$ cat config.mk
export PLATFORM = sky130hd
export DESIGN_NAME = motor_reply_line_parser
export DESIGN_NICKNAME = d
export VERILOG_FILES = /design/src/rtl/core/mrlp_pkg.sv /design/src/rtl/core/mrlp_acc.sv /design/src/rtl/core/motor_reply_line_parser.sv
export VERILOG_INCLUDE_DIRS = /design/src /design/src/rtl/core
export SDC_FILE = /design/constraint.sdc
export NUM_CORES = 1
export LEC_CHECK = 0
export ABC_CLOCK_PERIOD_IN_PS = 10900
export BUFFER_PORTS_ARGS = -buffer_cell sky130_fd_sc_hd__clkbuf_2
export CAP_MARGIN = 25
export CORE_AREA = 2 2 177 179
export DETAILED_ROUTE_END_ITERATION = 10
export DIE_AREA = 0 0 179 181
export GPL_TIMING_DRIVEN = 0
export PLACE_DENSITY = 0.4
export SYNTH_ARGS = -nofsm -noshare
export SYNTH_HDL_FRONTEND = slang
export SYNTH_SLANG_ARGS = --single-unit
$ cat constraint.sdc
create_clock -name clock -period 10.9 [get_ports clock]
set_clock_uncertainty 0.15 [all_clocks]
set_input_delay 2.18 -clock clock [delete_from_list [all_inputs] [get_ports clock]]
set_output_delay 2.18 -clock clock [all_outputs]
set_load 0.01 [all_outputs]
$ cat src/rtl/core/motor_reply_line_parser_macros.svh
// Assertion macros for the motor reply line parser.
`ifndef MOTOR_REPLY_LINE_PARSER_MACROS_SVH
`define MOTOR_REPLY_LINE_PARSER_MACROS_SVH
`ifndef NO_ASSERTIONS
// Same-cycle implication, disabled during reset.
`define MRLP_ASSERT_NOW(label, clk, rst, ante, cons) \
   label: assert property (@(posedge clk) disable iff (rst) (ante) |-> (cons)) \
      else $error("mrlp assertion failed");
// Next-cycle implication, disabled during reset.
`define MRLP_ASSERT_NEXT(label, clk, rst, ante, cons) \
   label: assert property (@(posedge clk) disable iff (rst) (ante) |=> (cons)) \
      else $error("mrlp assertion failed");
`else
`define MRLP_ASSERT_NOW(label, clk, rst, ante, cons)
`define MRLP_ASSERT_NEXT(label, clk, rst, ante, cons)
`endif
`endif

$ cat src/rtl/core/mrlp_pkg.sv
// Shared types and character constants for the motor reply line parser.
package mrlp_pkg;

   typedef enum logic [1:0] {
      STATUS_OK    = 2'd0,
      STATUS_FIELD = 2'd1,
      STATUS_TYPE  = 2'd2
   } status_type;

   typedef enum logic [1:0] {
      RTYPE_ERROR    = 2'd0,
      RTYPE_POSITION = 2'd1,
      RTYPE_SPEED    = 2'd2,
      RTYPE_UNKNOWN  = 2'd3
   } rtype_type;

   localparam logic [7:0] CHAR_NUL   = 8'h00;
   localparam logic [7:0] CHAR_TAB   = 8'h09;
   localparam logic [7:0] CHAR_LF    = 8'h0A;
   localparam logic [7:0] CHAR_VT    = 8'h0B;
   localparam logic [7:0] CHAR_FF    = 8'h0C;
   localparam logic [7:0] CHAR_CR    = 8'h0D;
   localparam logic [7:0] CHAR_SPACE = 8'h20;
   localparam logic [7:0] CHAR_PLUS  = 8'h2B;
   localparam logic [7:0] CHAR_COMMA = 8'h2C;
   localparam logic [7:0] CHAR_MINUS = 8'h2D;
   localparam logic [7:0] CHAR_ZERO  = 8'h30;
   localparam logic [7:0] CHAR_NINE  = 8'h39;
   localparam logic [7:0] CHAR_UP_E  = 8'h45;
   localparam logic [7:0] CHAR_UP_P  = 8'h50;
   localparam logic [7:0] CHAR_UP_S  = 8'h53;
   localparam logic [7:0] CHAR_LO_E  = 8'h65;
   localparam logic [7:0] CHAR_LO_P  = 8'h70;
   localparam logic [7:0] CHAR_LO_S  = 8'h73;

   // Magnitude ceiling: 2^31, the size of the most negative value.
   localparam logic [31:0] MAG_LIMIT = 32'h8000_0000;
   localparam logic [31:0] POS_MAX   = 32'h7FFF_FFFF;

endpackage

$ cat src/rtl/core/mrlp_acc.sv
// Decimal accumulate: magnitude times ten plus one digit, saturated at 2^31.
module mrlp_acc (
   input  logic [31:0] mag,
   input  logic [3:0]  digit,
   output logic [31:0] mag_next
);

   logic [35:0] prod;

   // 10*m = 8*m + 2*m; m <= 2^31 so 36 bits never wrap
   assign prod = {1'b0, mag, 3'b000} + {3'b000, mag, 1'b0} + {32'd0, digit};

   assign mag_next = (prod > {4'd0, mrlp_pkg::MAG_LIMIT}) ? mrlp_pkg::MAG_LIMIT
                                                          : prod[31:0];

endmodule

$ cat src/rtl/core/motor_reply_line_parser.sv
// Top level of the motor reply line parser: byte register, parse state, result register.
//
// Parses reply lines "<channel digit>,<type letter><signed decimal>" from a byte
// stream, one byte per item on the req_ channel. CR or LF ends a line; a line end
// with no characters before it gives no result, every other line end gives exactly
// one result item on the rsp_ channel. Leading space/TAB/VT/FF before the channel
// digit and before the number are skipped; the type letter (e, p, s in either case)
// maps to error, position or speed. Text after the number is ignored, only the
// first MAX_LINE_CHARS characters of a line are examined, and a NUL byte ends the
// examined text. Status: 0 ok, 1 field syntax error (wins over a bad letter),
// 2 unknown type letter. When status is not ok, channel, type and value are 0.
// The value saturates to the 32-bit signed limits.
// Throughput is one byte per clock while the input side does not stall: each byte
// is captured in an input register, and then one pass of the parse logic (state
// update plus a multiply-by-ten accumulate) updates the line state and, on a line
// end, loads the result register that drives the rsp_ ports. The input side
// stalls only while a result waits in the output register and rsp_ready is low.
module motor_reply_line_parser #(
   parameter int MAX_LINE_CHARS = 63
) (
   input  logic               clock,
   input  logic               reset,
   input  logic               req_valid,
   output logic               req_ready,
   input  logic [7:0]         req_rx_byte,
   output logic               rsp_valid,
   input  logic               rsp_ready,
   output logic               rsp_line_ok,
   output logic [3:0]         rsp_channel,
   output logic [1:0]         rsp_reply_type,
   output logic signed [31:0] rsp_value,
   output logic [1:0]         rsp_status
);

`include "motor_reply_line_parser_macros.svh"

   localparam int CountW = $clog2(MAX_LINE_CHARS + 1);
   localparam logic [CountW-1:0] MaxCount = CountW'(MAX_LINE_CHARS);

   typedef enum logic [2:0] {
      PH_CHAN   = 3'd0,
      PH_COMMA  = 3'd1,
      PH_TYPE   = 3'd2,
      PH_NUM    = 3'd3,
      PH_SIGN   = 3'd4,
      PH_DIGITS = 3'd5,
      PH_FAIL   = 3'd6,
      PH_DONE   = 3'd7
   } phase_type;

   // input register
   logic       byte_valid_ff;
   logic [7:0] byte_ff;

   // line state
   phase_type           phase_ff, phase_in;
   logic [CountW-1:0]   count_ff, count_in;
   logic [3:0]          chan_ff, chan_in;
   mrlp_pkg::rtype_type type_ff, type_in;
   logic [31:0]         mag_ff, mag_in;
   logic                neg_ff, neg_in;

   // result register
   logic                 rsp_valid_ff;
   logic                 rsp_ok_ff;
   logic [3:0]           rsp_chan_ff;
   mrlp_pkg::rtype_type  rsp_type_ff;
   logic [31:0]          rsp_value_ff;
   mrlp_pkg::status_type rsp_status_ff;

   logic                 advance;
   logic                 emit;
   logic [31:0]          mag_acc;
   logic [31:0]          value_out;
   mrlp_pkg::status_type status_out;

   // byte classes
   logic is_eol, is_blank, is_digit, is_sign;
   logic [3:0] digit;

   assign advance   = !rsp_valid_ff || rsp_ready;
   assign req_ready = !byte_valid_ff || advance;

   assign is_eol   = (byte_ff == mrlp_pkg::CHAR_CR) || (byte_ff == mrlp_pkg::CHAR_LF);
   assign is_blank = (byte_ff == mrlp_pkg::CHAR_SPACE) || (byte_ff == mrlp_pkg::CHAR_TAB) ||
                     (byte_ff == mrlp_pkg::CHAR_VT) || (byte_ff == mrlp_pkg::CHAR_FF);
   assign is_digit = (byte_ff >= mrlp_pkg::CHAR_ZERO) && (byte_ff <= mrlp_pkg::CHAR_NINE);
   assign is_sign  = (byte_ff == mrlp_pkg::CHAR_PLUS) || (byte_ff == mrlp_pkg::CHAR_MINUS);
   assign digit    = byte_ff[3:0];

   mrlp_acc u_acc (
      .mag      (mag_ff),
      .digit    (digit),
      .mag_next (mag_acc)
   );

   // judgment of the line as it stands, used on a line end
   always_comb begin
      if (phase_ff != PH_DIGITS && phase_ff != PH_DONE) begin
         status_out = mrlp_pkg::STATUS_FIELD;
      end else if (type_ff == mrlp_pkg::RTYPE_UNKNOWN) begin
         status_out = mrlp_pkg::STATUS_TYPE;
      end else begin
         status_out = mrlp_pkg::STATUS_OK;
      end
      if (status_out != mrlp_pkg::STATUS_OK) begin
         value_out = 32'd0;
      end else if (neg_ff) begin
         value_out = 32'd0 - mag_ff;
      end else if (mag_ff >= mrlp_pkg::MAG_LIMIT) begin
         value_out = mrlp_pkg::POS_MAX;
      end else begin
         value_out = mag_ff;
      end
   end

   // next line state for the byte in the input register
   always_comb begin
      phase_in = phase_ff;
      count_in = count_ff;
      chan_in  = chan_ff;
      type_in  = type_ff;
      mag_in   = mag_ff;
      neg_in   = neg_ff;
      emit     = 1'b0;
      if (byte_valid_ff && advance) begin
         if (is_eol) begin
            // line end: a result unless the line was empty, then start over
            emit     = (count_ff != '0);
            phase_in = PH_CHAN;
            count_in = '0;
            chan_in  = 4'd0;
            type_in  = mrlp_pkg::RTYPE_ERROR;
            mag_in   = 32'd0;
            neg_in   = 1'b0;
         end else if (count_ff < MaxCount) begin
            count_in = count_ff + 1'b1;
            if (byte_ff == mrlp_pkg::CHAR_NUL) begin
               // NUL closes the examined text
               phase_in = (phase_ff == PH_DIGITS || phase_ff == PH_DONE) ? PH_DONE : PH_FAIL;
               count_in = MaxCount;
            end else begin
               unique case (phase_ff)
                  PH_CHAN: begin
                     if (is_digit) begin
                        chan_in  = digit;
                        phase_in = PH_COMMA;
                     end else if (!is_blank) begin
                        phase_in = PH_FAIL;
                     end
                  end
                  PH_COMMA: begin
                     phase_in = (byte_ff == mrlp_pkg::CHAR_COMMA) ? PH_TYPE : PH_FAIL;
                  end
                  PH_TYPE: begin
                     if (byte_ff == mrlp_pkg::CHAR_LO_E || byte_ff == mrlp_pkg::CHAR_UP_E) begin
                        type_in = mrlp_pkg::RTYPE_ERROR;
                     end else if (byte_ff == mrlp_pkg::CHAR_LO_P ||
                                  byte_ff == mrlp_pkg::CHAR_UP_P) begin
                        type_in = mrlp_pkg::RTYPE_POSITION;
                     end else if (byte_ff == mrlp_pkg::CHAR_LO_S ||
                                  byte_ff == mrlp_pkg::CHAR_UP_S) begin
                        type_in = mrlp_pkg::RTYPE_SPEED;
                     end else begin
                        type_in = mrlp_pkg::RTYPE_UNKNOWN;
                     end
                     phase_in = PH_NUM;
                  end
                  PH_NUM: begin
                     if (is_sign) begin
                        neg_in   = (byte_ff == mrlp_pkg::CHAR_MINUS);
                        phase_in = PH_SIGN;
                     end else if (is_digit) begin
                        mag_in   = mag_acc;
                        phase_in = PH_DIGITS;
                     end else if (!is_blank) begin
                        phase_in = PH_FAIL;
                     end
                  end
                  PH_SIGN: begin
                     if (is_digit) begin
                        mag_in   = mag_acc;
                        phase_in = PH_DIGITS;
                     end else begin
                        phase_in = PH_FAIL;
                     end
                  end
                  PH_DIGITS: begin
                     if (is_digit) begin
                        mag_in = mag_acc;
                     end else begin
                        phase_in = PH_DONE;
                     end
                  end
                  PH_FAIL, PH_DONE: begin
                     phase_in = phase_ff;
                  end
                  default: begin
                     phase_in = phase_ff;
                  end
               endcase
            end
         end
      end
   end

   always_ff @(posedge clock) begin
      if (reset) begin
         byte_valid_ff <= 1'b0;
         rsp_valid_ff  <= 1'b0;
         phase_ff      <= PH_CHAN;
         count_ff      <= '0;
         chan_ff       <= 4'd0;
         type_ff       <= mrlp_pkg::RTYPE_ERROR;
         mag_ff        <= 32'd0;
         neg_ff        <= 1'b0;
      end else begin
         if (req_ready) begin
            byte_valid_ff <= req_valid;
         end
         phase_ff <= phase_in;
         count_ff <= count_in;
         chan_ff  <= chan_in;
         type_ff  <= type_in;
         mag_ff   <= mag_in;
         neg_ff   <= neg_in;
         if (emit) begin
            rsp_valid_ff <= 1'b1;
         end else if (rsp_ready) begin
            rsp_valid_ff <= 1'b0;
         end
      end
      // payload registers
      if (req_valid && req_ready) begin
         byte_ff <= req_rx_byte;
      end
      if (emit) begin
         rsp_ok_ff     <= (status_out == mrlp_pkg::STATUS_OK);
         rsp_chan_ff   <= (status_out == mrlp_pkg::STATUS_OK) ? chan_ff : 4'd0;
         rsp_type_ff   <= (status_out == mrlp_pkg::STATUS_OK) ? type_ff
                                                              : mrlp_pkg::RTYPE_ERROR;
         rsp_value_ff  <= value_out;
         rsp_status_ff <= status_out;
      end
   end

   assign rsp_valid      = rsp_valid_ff;
   assign rsp_line_ok    = rsp_ok_ff;
   assign rsp_channel    = rsp_chan_ff;
   assign rsp_reply_type = rsp_type_ff;
   assign rsp_value      = rsp_value_ff;
   assign rsp_status     = rsp_status_ff;

   `MRLP_ASSERT_NOW(a_ok_matches_status, clock, reset, rsp_valid_ff, rsp_ok_ff == (rsp_status_ff == mrlp_pkg::STATUS_OK))
   `MRLP_ASSERT_NOW(a_bad_line_zeroed, clock, reset, rsp_valid_ff && !rsp_ok_ff, rsp_chan_ff == 4'd0 && rsp_value_ff == 32'd0 && rsp_type_ff == mrlp_pkg::RTYPE_ERROR)
   `MRLP_ASSERT_NOW(a_count_bounded, clock, reset, 1'b1, count_ff <= MaxCount)
   `MRLP_ASSERT_NOW(a_fresh_line_clear, clock, reset, count_ff == '0, phase_ff == PH_CHAN && mag_ff == 32'd0 && !neg_ff)
   `MRLP_ASSERT_NEXT(a_emit_shows, clock, reset, emit, rsp_valid_ff)

endmodule
# Yosys cells after proc, flatten, opt, wreduce, memory -nomap -nowiden
# Cells that the tools add are included.
[word_totals]
regBits = 99
inputBits = 12
out_inout_bits = 43
word_cells = 137
[op_classes]
n_addsub = 4
order_cmp = 5
n_eq_ne = 29
mux = 47
n_reduce_logical = 38
[op_table]
columns = ["operator", "count"]
rows = [
  ["32-bit two-way mux", 8],
  ["32-bit one-hot mux with 2 select lines", 1],
  ["8-bit by 7-bit equality test with 1-bit output, second input constant", 6],
  ["8-bit by 4-bit equality test with 1-bit output, second input constant", 5],
  ["35-bit by 33-bit adder with 36-bit output", 1],
  ["36-bit by 4-bit adder with 36-bit output", 1],
  ["36-bit by 32-bit > comparator with 1-bit output, second input constant", 1],
  ["8-bit by 6-bit equality test with 1-bit output, second input constant", 4],
  ["32-bit >= comparator, second input constant", 1],
  ["1-bit by 32-bit subtractor with 32-bit output, first input constant", 1],
  ["3-bit two-way mux", 9],
  ["4-bit two-way mux", 5],
  ["2-bit two-way mux", 9],
  ["6-bit two-way mux", 3],
  ["3-bit one-hot mux with 6 select lines", 1],
  ["2-bit nonzero test", 8],
  ["5-bit AND reduction", 3],
  ["3-bit equality test, second input constant", 4],
  ["3-bit inequality test, second input constant", 4],
  ["1-bit logical OR", 11],
  ["1-bit two-way mux", 11],
  ["8-bit by 6-bit >= comparator with 1-bit output, second input constant", 1],
  ["8-bit by 6-bit less-or-equal comparator with 1-bit output, second input constant", 1],
  ["8-bit zero test", 1],
  ["other kinds (16)", 23],
]

# Longest topological paths before layout
# Gate-level depths: netlist of the first run.
[depth]
word_depth = 11
mapped_depth = 13
depth_no_buf = 12

# By module
# A second synthesis of the first run with hierarchy kept.
[hier_totals]
cells_unflattened = 980
area_unflattened_um2 = 8289.2
[by_module_without_submodules]
columns = ["module", "instances", "cells_each", "area_per_inst_um2", "seq_area_each_um2"]
rows = [
  ["motor_reply_line_parser", 1, 567, 5342.6, 2472.4],
  ["mrlp_acc", 1, 413, 2946.6, 0.0],
]

# Worst setup path after synthesis of the first run
# Ideal clock, no wire load.
[synth_path]
kind = "input -> register"
start = "input port rsp_ready"
end = "register rsp_chan_ff[0] (netlist: rsp_channel[0]), enable pin"
setup_time_ns = 0.504
arrival_ns = 5.421
required_time_ns = 10.246
setup_slack_ns = 4.825
stages = 2
path_buffers = 0
path_cell_list = "o21ai_0 a211oi_1"
[synth_via]
elab_chain_cells = 3
[synth_rtl]
columns = ["item", "line_no", "text"]
rows = [
  ["from (decl)", "motor_reply_line_parser.sv:27", "input logic rsp_ready,"],
  ["1-bit logical OR", "motor_reply_line_parser.sv:81", "assign advance = !rsp_valid_ff || rsp_ready;"],
  ["1-bit logical AND", "motor_reply_line_parser.sv:126", "if (byte_valid_ff && advance) begin"],
  ["1-bit two-way mux", "motor_reply_line_parser.sv:126", ""],
  ["named net emit", "motor_reply_line_parser.sv:72", "logic emit;"],
  ["to (signal assigned)", "motor_reply_line_parser.sv:239", "rsp_chan_ff <= (status_out == mrlp_pkg::STATUS_OK) ? chan_ff : 4'd0;"],
  ["to (decl)", "motor_reply_line_parser.sv:66", "logic [3:0] rsp_chan_ff;"],
]
# The timed path passes the listed nets, and every way through them passes these cells.
# A chain may end at the register's enable or synchronous reset.

# Final worst setup path of the first run
[layout_path]
start = "register byte_ff[3]"
end = "register mag_ff[29]"
[layout_via]
elab_chain_cells = 9
word_cells_on_any_way = 24
cone_classes = "1 x add/sub; 3 x order compare; 6 x eq/ne; 7 x mux; 7 x reduce/logical"
[layout_rtl]
columns = ["item", "line_no", "text"]
rows = [
  ["from (decl)", "motor_reply_line_parser.sv:53", "logic [7:0] byte_ff;"],
  ["from (signal assigned)", "motor_reply_line_parser.sv:235", "byte_ff <= req_rx_byte;"],
  ["36-bit by 4-bit adder with 36-bit output", "mrlp_acc.sv:11", "assign prod = {1'b0, mag, 3'b000} + {3'b000, mag, 1'b0} + {32'd0, digit};"],
  ["36-bit by 32-bit > comparator with 1-bit output", "mrlp_acc.sv:13", "assign mag_next = (prod > {4'd0, mrlp_pkg::MAG_LIMIT}) ? mrlp_pkg::MAG_LIMIT"],
  ["32-bit two-way mux", "mrlp_acc.sv:13", ""],
  ["32-bit two-way mux", "motor_reply_line_parser.sv:173, motor_reply_line_parser.sv:181, motor_reply_line_parser.sv:189", ""],
  ["32-bit two-way mux", "motor_reply_line_parser.sv:170", "if (is_sign) begin"],
  ["32-bit one-hot mux with 2 select lines", "motor_reply_line_parser.sv:143", "unique case (phase_ff)"],
  ["32-bit two-way mux", "motor_reply_line_parser.sv:138", "if (byte_ff == mrlp_pkg::CHAR_NUL) begin"],
  ["32-bit two-way mux", "motor_reply_line_parser.sv:136", "end else if (count_ff < MaxCount) begin"],
  ["32-bit two-way mux", "motor_reply_line_parser.sv:127", "if (is_eol) begin"],
  ["to (signal assigned)", "motor_reply_line_parser.sv:225", "mag_ff <= mag_in;"],
  ["to (decl)", "motor_reply_line_parser.sv:60", "logic [31:0] mag_ff, mag_in;"],
]
# Several ways; a longest one is shown, not always the timed one. The select of a mux whose other input is x is not followed.

==> metrics.txt, run 1 <==
htree depth=3; dpl cell area=0.007742 sq mm; endpoints failing hold=0; Slew HR=37.27%; initial antenna violation count=0; clock root buffer=clkbuf_16; met2 Track Usage GR=21.29%; minimum clock period=4943 ps; Seq/Total Area, Yosys=35.73%; port bufs=54; most used routing layer=met2; Async SR Flop Fraction=0%; Row Count=64; Switching Share=24.02%; layout cells sized above 1=9.854%; CTS sink count=99; Tot GR Track Use=13.93%; Cell Pwr Density=93.98 mW/mm^2; worst vdd ir=0.06538 mV; status=finished, final reports clean; Final Cell Area=0.008035 sq mm; post-synth top area share=21.27%; Global Route met1 Usage=20.38%; Worst Hold Class=register to register; clock network power share=43.0%; met3 Track Usage GR=1.705%; DR vias=6304; yosys warns=0; chip height=181 um; CP Max Fanout=10; Post-route DRC=0; final setup vio count=0; largest net degree at the start of global routing=18; Sw Pwr=181.4 uW; Starting Density=22.80%; dpl ws=5927 ps; Yosys reg bits=99; TritonCTS buffer count=9; Post-Syn Nets=900; Max Cap Viol=0; Worst-path clk slew=80 ps; cell taking the most area after synthesis=edfxtp_1; num ports=55; CTS tree=yes; die footprint=0.03240 sq mm; Netlist cell types=66; final core utilization=26.48%; Avg Synthesized Cell Area=8.438 sq um; Crit Path Class=register to register; Area contributors post-synth=edfxtp_1 (21%), dfxtp_1 (14%), ha_1 (12%); Comb pwr share=4.4%; Antenna Nets Post-Route=0; hpwl dp=17120 um; first-pass GRT wire length=34860 um; P_leak=3.125 nW; Avg Vias per Cell=4.891; total design power=755.2 uW; n_diodes=0; Main synth FF type=dfxtp_1; Final #Nets=968; vias in the first global route=5995; Max clock buf depth=2; final worst slack=5957 ps; Post-synth EDFFs=49; crit path capture type=register; startpoint types=register; Peak Freq=202.3 MHz; post-cts resize count=0; routability-driven placement congestion ratio=0.8413; mean routed wirelength per cell=17.11 um; setup_tns=0 ps; synthesis-to-finish area growth=16.13%; CTS Hold Bufs=0; fin crit share=45.35%; Critical Path AT=5010 ps; sequential power share=52.6%; Pins Over Slew Limit=0; Gate Count Post-Synth=820; TritonRoute pass-1 iters=5; Die Width=179 um; core footprint=0.03035 sq mm; Pint=573.8 uW; RSZ-0062 raised after global routing=no; DR iter-0 viols=478; Worst-Margin Slew=937.9 ps; final WL=22050 um; post-CTS setup buffers=0; Synth Cell Area=0.006919 sq mm; Worst Path Required=10970 ps; total grt overflow=0; Clk Latency, worst-skew pair=370 ps
cells in the final DEF, fill, tap and decap left out, types with 10 or more instances in the layout:
master,netlist,routed
nand4_1,11,11
a311oi_1,10,10
clkbuf_1,35,36
o21ai_0,76,76
nor2_1,73,73
a211oi_1,15,14
nor4_1,13,13
clkbuf_2,0,54
inv_1,34,34
clkbuf_16,0,10
xor2_1,14,14
a21oi_1,72,72
and2_1,12,12
dfxtp_1,50,50
a31oi_1,11,11
xnor2_1,13,13
nand3_1,17,17
nor2b_1,11,11
nand2_1,96,96
edfxtp_1,49,49
nor3_1,24,24
ha_1,66,66
cells in the mapped netlist, types with 3 or more instances:
cell type and n:
nand4_1 11, nand3b_1 3, and3_1 6, nand2_1 96
o211ai_1 8, nor3_1 24, nor2_1 73, o31ai_1 8
edfxtp_1 49, a31oi_1 11, a21o_1 6, nor2b_1 11
dfxtp_1 50, nor4_1 13, a21oi_1 72, xor2_1 14
xnor2_1 13, and2_1 12, nand3_1 17, o21a_1 4
inv_1 34, o2111ai_1 6, o21ai_0 76, ha_1 66
clkbuf_1 35, o22ai_1 6, a211oi_1 15, nand2b_1 5
a311oi_1 10, a21boi_0 5, or3_1 7, o21bai_1 4
o311a_1 6
power groups by stage:
stage | clock network, mW | logic [mW] | registers (mW)
global route | 0.349 | 0.0378 | 0.398
detailed placement | 0 | 0.0331 | 0.405
CTS | 0.338 | 0.0333 | 0.397
finish | 0.325 | 0.0334 | 0.397
floorplan | 0 | 0.0221 | 0.403
global placement | 0 | 0.0327 | 0.405
routing by layer:
metal | wire length (um) | part of all wire (%)
met5 | 0 | 0
met4 | 306 | 1.4
met3 | 493 | 2.2
met2 | 9861 | 45
met1 | 11390 | 52
worst max-delay path, stage by stage, from the launching register on:
cell and delay [ps]:
edfxtp_1 510, inv_1 200, fa_1 640, inv_1 60
ha_1 300, a211oi_1 340, o21ai_0 290, a22oi_1 560
a21oi_1 220, o21a_1 230, o311ai_1 340, or3_1 270
clkbuf_1 510, o21ai_0 180
worst paths after layout:
path	cells after the start	slack, ps	from	end
max	13	5960	byte_ff[3]$_DFFE_PP_	mag_ff[29]$_SDFFE_PP0P_
min	2	320	type_ff[1]$_SDFFE_PP0P_	type_ff[1]$_SDFFE_PP0P_
max reg2reg	13	5960	byte_ff[3]$_DFFE_PP_	mag_ff[29]$_SDFFE_PP0P_
min reg2reg	2	320	type_ff[1]$_SDFFE_PP0P_	type_ff[1]$_SDFFE_PP0P_
stage by stage:
stage	hold WS, ps	cells
6_report	318.6	1289
5_1_grt	374.5	1289
4_1_cts	320.6	1289
3_5_place_dp	309.8	1273
3_3_place_gp	307.7	1270
2_1_floorplan	294.8	820
area by class of cell:
| class | instances | area (sq um) |
|---|---|---|
| clock inverters | 5 | 38.79 |
| repair buffers | 57 | 315.3 |
| fillers | 3312 | 22310 |
| clock buffers | 11 | 254.0 |
| well taps | 396 | 495.5 |
| inverters | 34 | 127.6 |
| multi-input cells | 649 | 4188 |
| flip-flops and latches | 99 | 2472 |
| plain buffers | 38 | 143.9 |
kinds of logic after synthesis:
family | Yosys count | synth area share [%]
and+or+nand+nor | 299 | 21.63
xor gates and xnor gates | 27 | 3.418
DFF | 99 | 35.73
buffers and inverters | 72 | 3.924
AOI/OAI and AO/OA | 255 | 22.79
adders and majority gates | 68 | 12.51
sequential cells by signal, summed over array words and instances (netlist names), 3 cells and up:
register,cells
byte_ff,8
chan_ff,4
count_ff,6
mag_ff,32
phase_ff,3
rsp_channel,4
rsp_value,32
Note: power is estimated with default switching activity, not from simulation.
==> inputs of run 2 (changes only) <==
Settings changed: ABC_AREA from default to 1, ABC_CLOCK_PERIOD_IN_PS 10900 to 4500, CORE_AREA 2 2 177 179 to 2 2 196 198, DIE_AREA 0 0 179 181 to 0 0 198 200, PLACE_DENSITY 0.4 to 0.41.
Clock period 10.9 ns to 4.5 ns, I/O delays scaled along.
==> metrics.txt, run 2 <==
Worst Path Required=4620 ps (was 10970 ps); Synth Area in Adders=10.11% (was 12.51%); CP Max Fanout=10 (unchanged); R2R Path Start=byte_ff[2]$_DFFE_PP_ (was byte_ff[3]$_DFFE_PP_); CTS Hold Bufs=0 (unchanged); Pins Over Slew Limit=0 (unchanged); total grt overflow=0 (unchanged); Row Count=71 (was 64); Antenna Nets Post-Route=0 (unchanged); Synth Cell Area=0.008564 sq mm (was 0.006919 sq mm); Global Route met1 Usage=18.85% (was 20.38%); final setup vio count=0 (unchanged); RSZ-0062 raised after global routing=no (unchanged); worst setup path endpoint=mag_ff[20]$_SDFFE_PP0P_ (was mag_ff[29]$_SDFFE_PP0P_); chip height=200 um (was 181 um); CTS sink count=99 (unchanged); Post-synth EDFFs=49 (unchanged); Worst Hold Class=register to register (unchanged); Peak Freq=259.8 MHz (was 202.3 MHz); Worst Reg-to-Reg Cells=19 (was 13); Final Cell Area=0.009768 sq mm (was 0.008035 sq mm); XOR/XNOR Fraction of Synth Area=0.8181% (was 3.418%); internal reg-to-reg setup slack=650 ps (was 5960 ps); Worst-path clk slew=70 ps (was 80 ps); crit path from=byte_ff[2]$_DFFE_PP_ (was byte_ff[3]$_DFFE_PP_); num ports=55 (unchanged); Post-Syn Nets=1312 (was 900); dpl cell area=0.009469 sq mm (was 0.007742 sq mm); main combinational cell family by area after synthesis=simple AND/OR/NAND/NOR gates (was compound AO/OA/AOI/OAI gates); Tot GR Track Use=12.86% (was 13.93%); Yosys reg bits=99 (unchanged); placed cells=1796 (was 1273); Critical Path AT=3970 ps (was 5010 ps); met3 Track Usage GR=0.9409% (was 1.705%); Cell Pwr Density=184.6 mW/mm^2 (was 93.98 mW/mm^2); minimum clock period=3849 ps (was 4943 ps); die footprint=0.03960 sq mm (was 0.03240 sq mm); cell taking the most area after synthesis=edfxtp_1 (unchanged); port bufs=53 (was 54); fin cells=1812 (was 1289); yosys warns=0 (unchanged); mean routed wirelength per cell=13.83 um (was 17.11 um); htree depth=3 (unchanged); most common cell after layout, fill and taps aside=nand2_1 (unchanged); endpoints failing hold=0 (unchanged); n_diodes=0 (unchanged); P_leak=4.245 nW (was 3.125 nW); mux contribution to synthesized area=0% (unchanged); routability-driven placement congestion ratio=0.8407 (was 0.8413); Main synth FF type=dfxtp_1 (unchanged); Area contributors post-synth=edfxtp_1 (17%), nand2_1 (14%), dfxtp_1 (12%) (was edfxtp_1 (21%), dfxtp_1 (14%), ha_1 (12%)); startpoint types=register (unchanged); Clk Latency, worst-skew pair=350 ps (was 370 ps); post-CTS setup buffers=0 (unchanged); Crit Path Class=register to register (unchanged); hpwl dp=21380 um (was 17120 um); commonest cells after routing, fill and taps aside=nand2_1 (329), inv_1 (194), nor2_1 (115), a21oi_1 (69), ha_1 (66) (was nand2_1 (96), o21ai_0 (76), nor2_1 (73), a21oi_1 (72), ha_1 (66)); Seq/Total Area, Yosys=28.87% (was 35.73%); TritonRoute pass-1 iters=5 (unchanged); hold depth=2 (unchanged); first-pass GRT wire length=39560 um (was 34860 um); final WL=25070 um (was 22050 um); crit path capture type=register (unchanged); setup_tns=0 ps (unchanged); TritonCTS buffer count=9 (unchanged); core footprint=0.03740 sq mm (was 0.03035 sq mm); post-synth top area share=17.18% (was 21.27%); top-count cell post-synth=nand2_1 (unchanged); top cells by count, synth=nand2_1 (329), inv_1 (195), nor2_1 (115) (was nand2_1 (96), o21ai_0 (76), nor2_1 (73)); Avg Vias per Cell=4.243 (was 4.891); Gate Count Post-Synth=1232 (was 820); DR vias=7689 (was 6304); Worst-Margin Slew=882.6 ps (was 937.9 ps); Netlist cell types=53 (was 66); synthesis-to-finish area growth=14.05% (was 16.13%); layout cells sized above 1=15.91% (was 9.854%); met2 Track Usage GR=20.41% (was 21.29%); reg2reg end=mag_ff[20]$_SDFFE_PP0P_ (was mag_ff[29]$_SDFFE_PP0P_); initial antenna violation count=0 (unchanged); Post-route DRC=0 (unchanged); Avg Synthesized Cell Area=6.952 sq um (was 8.438 sq um); Starting Density=22.90% (was 22.80%); most used routing layer=met2 (unchanged); DR iter-0 viols=354 (was 478); total design power=1.803 mW (was 755.2 uW); Simple-Gate Fraction of Synth Area=33.56% (was 21.63%); compound-gate portion of the synthesized area=14.42% (was 22.78%); clock root buffer=clkbuf_16 (unchanged); Async SR Flop Fraction=0% (unchanged); Final #Nets=1376 (was 968); Slew HR=41.16% (was 37.27%); CTS tree=yes (unchanged); largest net degree at the start of global routing=42 (was 18); post-cts resize count=0 (unchanged); Max Cap Viol=0 (unchanged); Die Width=198 um (was 179 um); status=finished, final reports clean (unchanged); FILL cells=4182 (was 3312); vias in the first global route=7206 (was 5995); Max clock buf depth=2 (unchanged); worst vdd ir=0.1500 mV (was 0.06538 mV); fin crit share=85.53% (was 45.35%)
==> run 2: how the worst min path moves through the flow <==
stage / to / slack, ps / startpoint
floorplan: chan_ff[1]$_SDFFE_PP0P_ / 290 / chan_ff[1]$_SDFFE_PP0P_
global placement: count_ff[4]$_SDFFE_PP0P_ / 310 / count_ff[4]$_SDFFE_PP0P_
detailed placement: count_ff[4]$_SDFFE_PP0P_ / 310 / count_ff[4]$_SDFFE_PP0P_
CTS: count_ff[4]$_SDFFE_PP0P_ / 320 / count_ff[4]$_SDFFE_PP0P_
global route: chan_ff[2]$_SDFFE_PP0P_ / 340 / chan_ff[2]$_SDFFE_PP0P_
finish: count_ff[4]$_SDFFE_PP0P_ / 310 / count_ff[4]$_SDFFE_PP0P_
==> run 2: routing by layer <==
metal	wire [um]	part of all wire, %
met1	13220	53
met2	10840	43
met3	650	2.6
met4	354	1.4
met5	0	0
==> run 2: kinds of logic after synthesis <==
logic type      after synthesis
xor+xnor                      8
compound gates              199
simple gates                622
flops                        99
fa+ha+maj                    68
buf+inv                     236
==> run 2: report_power, final <==
part / leakage, nW / total, mW / internal [mW] / switching [mW]
sequential: 0.792 / 0.962 / 0.950 / 0.0128
combinational: 3.31 / 0.0847 / 0.0283 / 0.0564
clock: 0.147 / 0.756 / 0.424 / 0.333
==> run 2: final cells by class <==
class	count	area, sq um	area share (%)
Multi-Input combinational cell	897	5045	51.65
Sequential cell	99	2472	25.31
Inverter	208	783.3	8.018
Tap cell	511	639.4	6.545
Timing Repair Buffer	53	265.3	2.716
Clock buffer	11	264.0	2.703
Buffer	28	264.0	2.703
Clock inverter	5	35.03	0.3587
==> run 2: worst max-delay path: stages (launching register included) <==
cell      delay [ps]
edfxtp_1         550
ha_1             360
ha_1             280
inv_1             90
fa_1             360
inv_1            130
nand2_1          120
nand2_1          100
nand3_1           80
nand2_1          230
xnor2_1          230
nand2_1           90
nor2_1           200
nand3_1          120
nor2_2           110
nand2_1           80
nand2_4          140
buf_12           150
nand3_2           70
a21oi_2          120
==> run 2: per-stage QoR <==
stage / hold WS [ps] / worst slack (ps) / util [%]
final: 314.7 / 651.0 / 26.12
after global routing: 335.3 / 335.2 / 26.12
after CTS: 321.5 / 565.1 / 26.12
after detailed placement: 311.0 / 618.8 / 25.32
after global placement: 307.2 / 558.8 / 25.32
after floorplan: 286.4 / 1476 / -
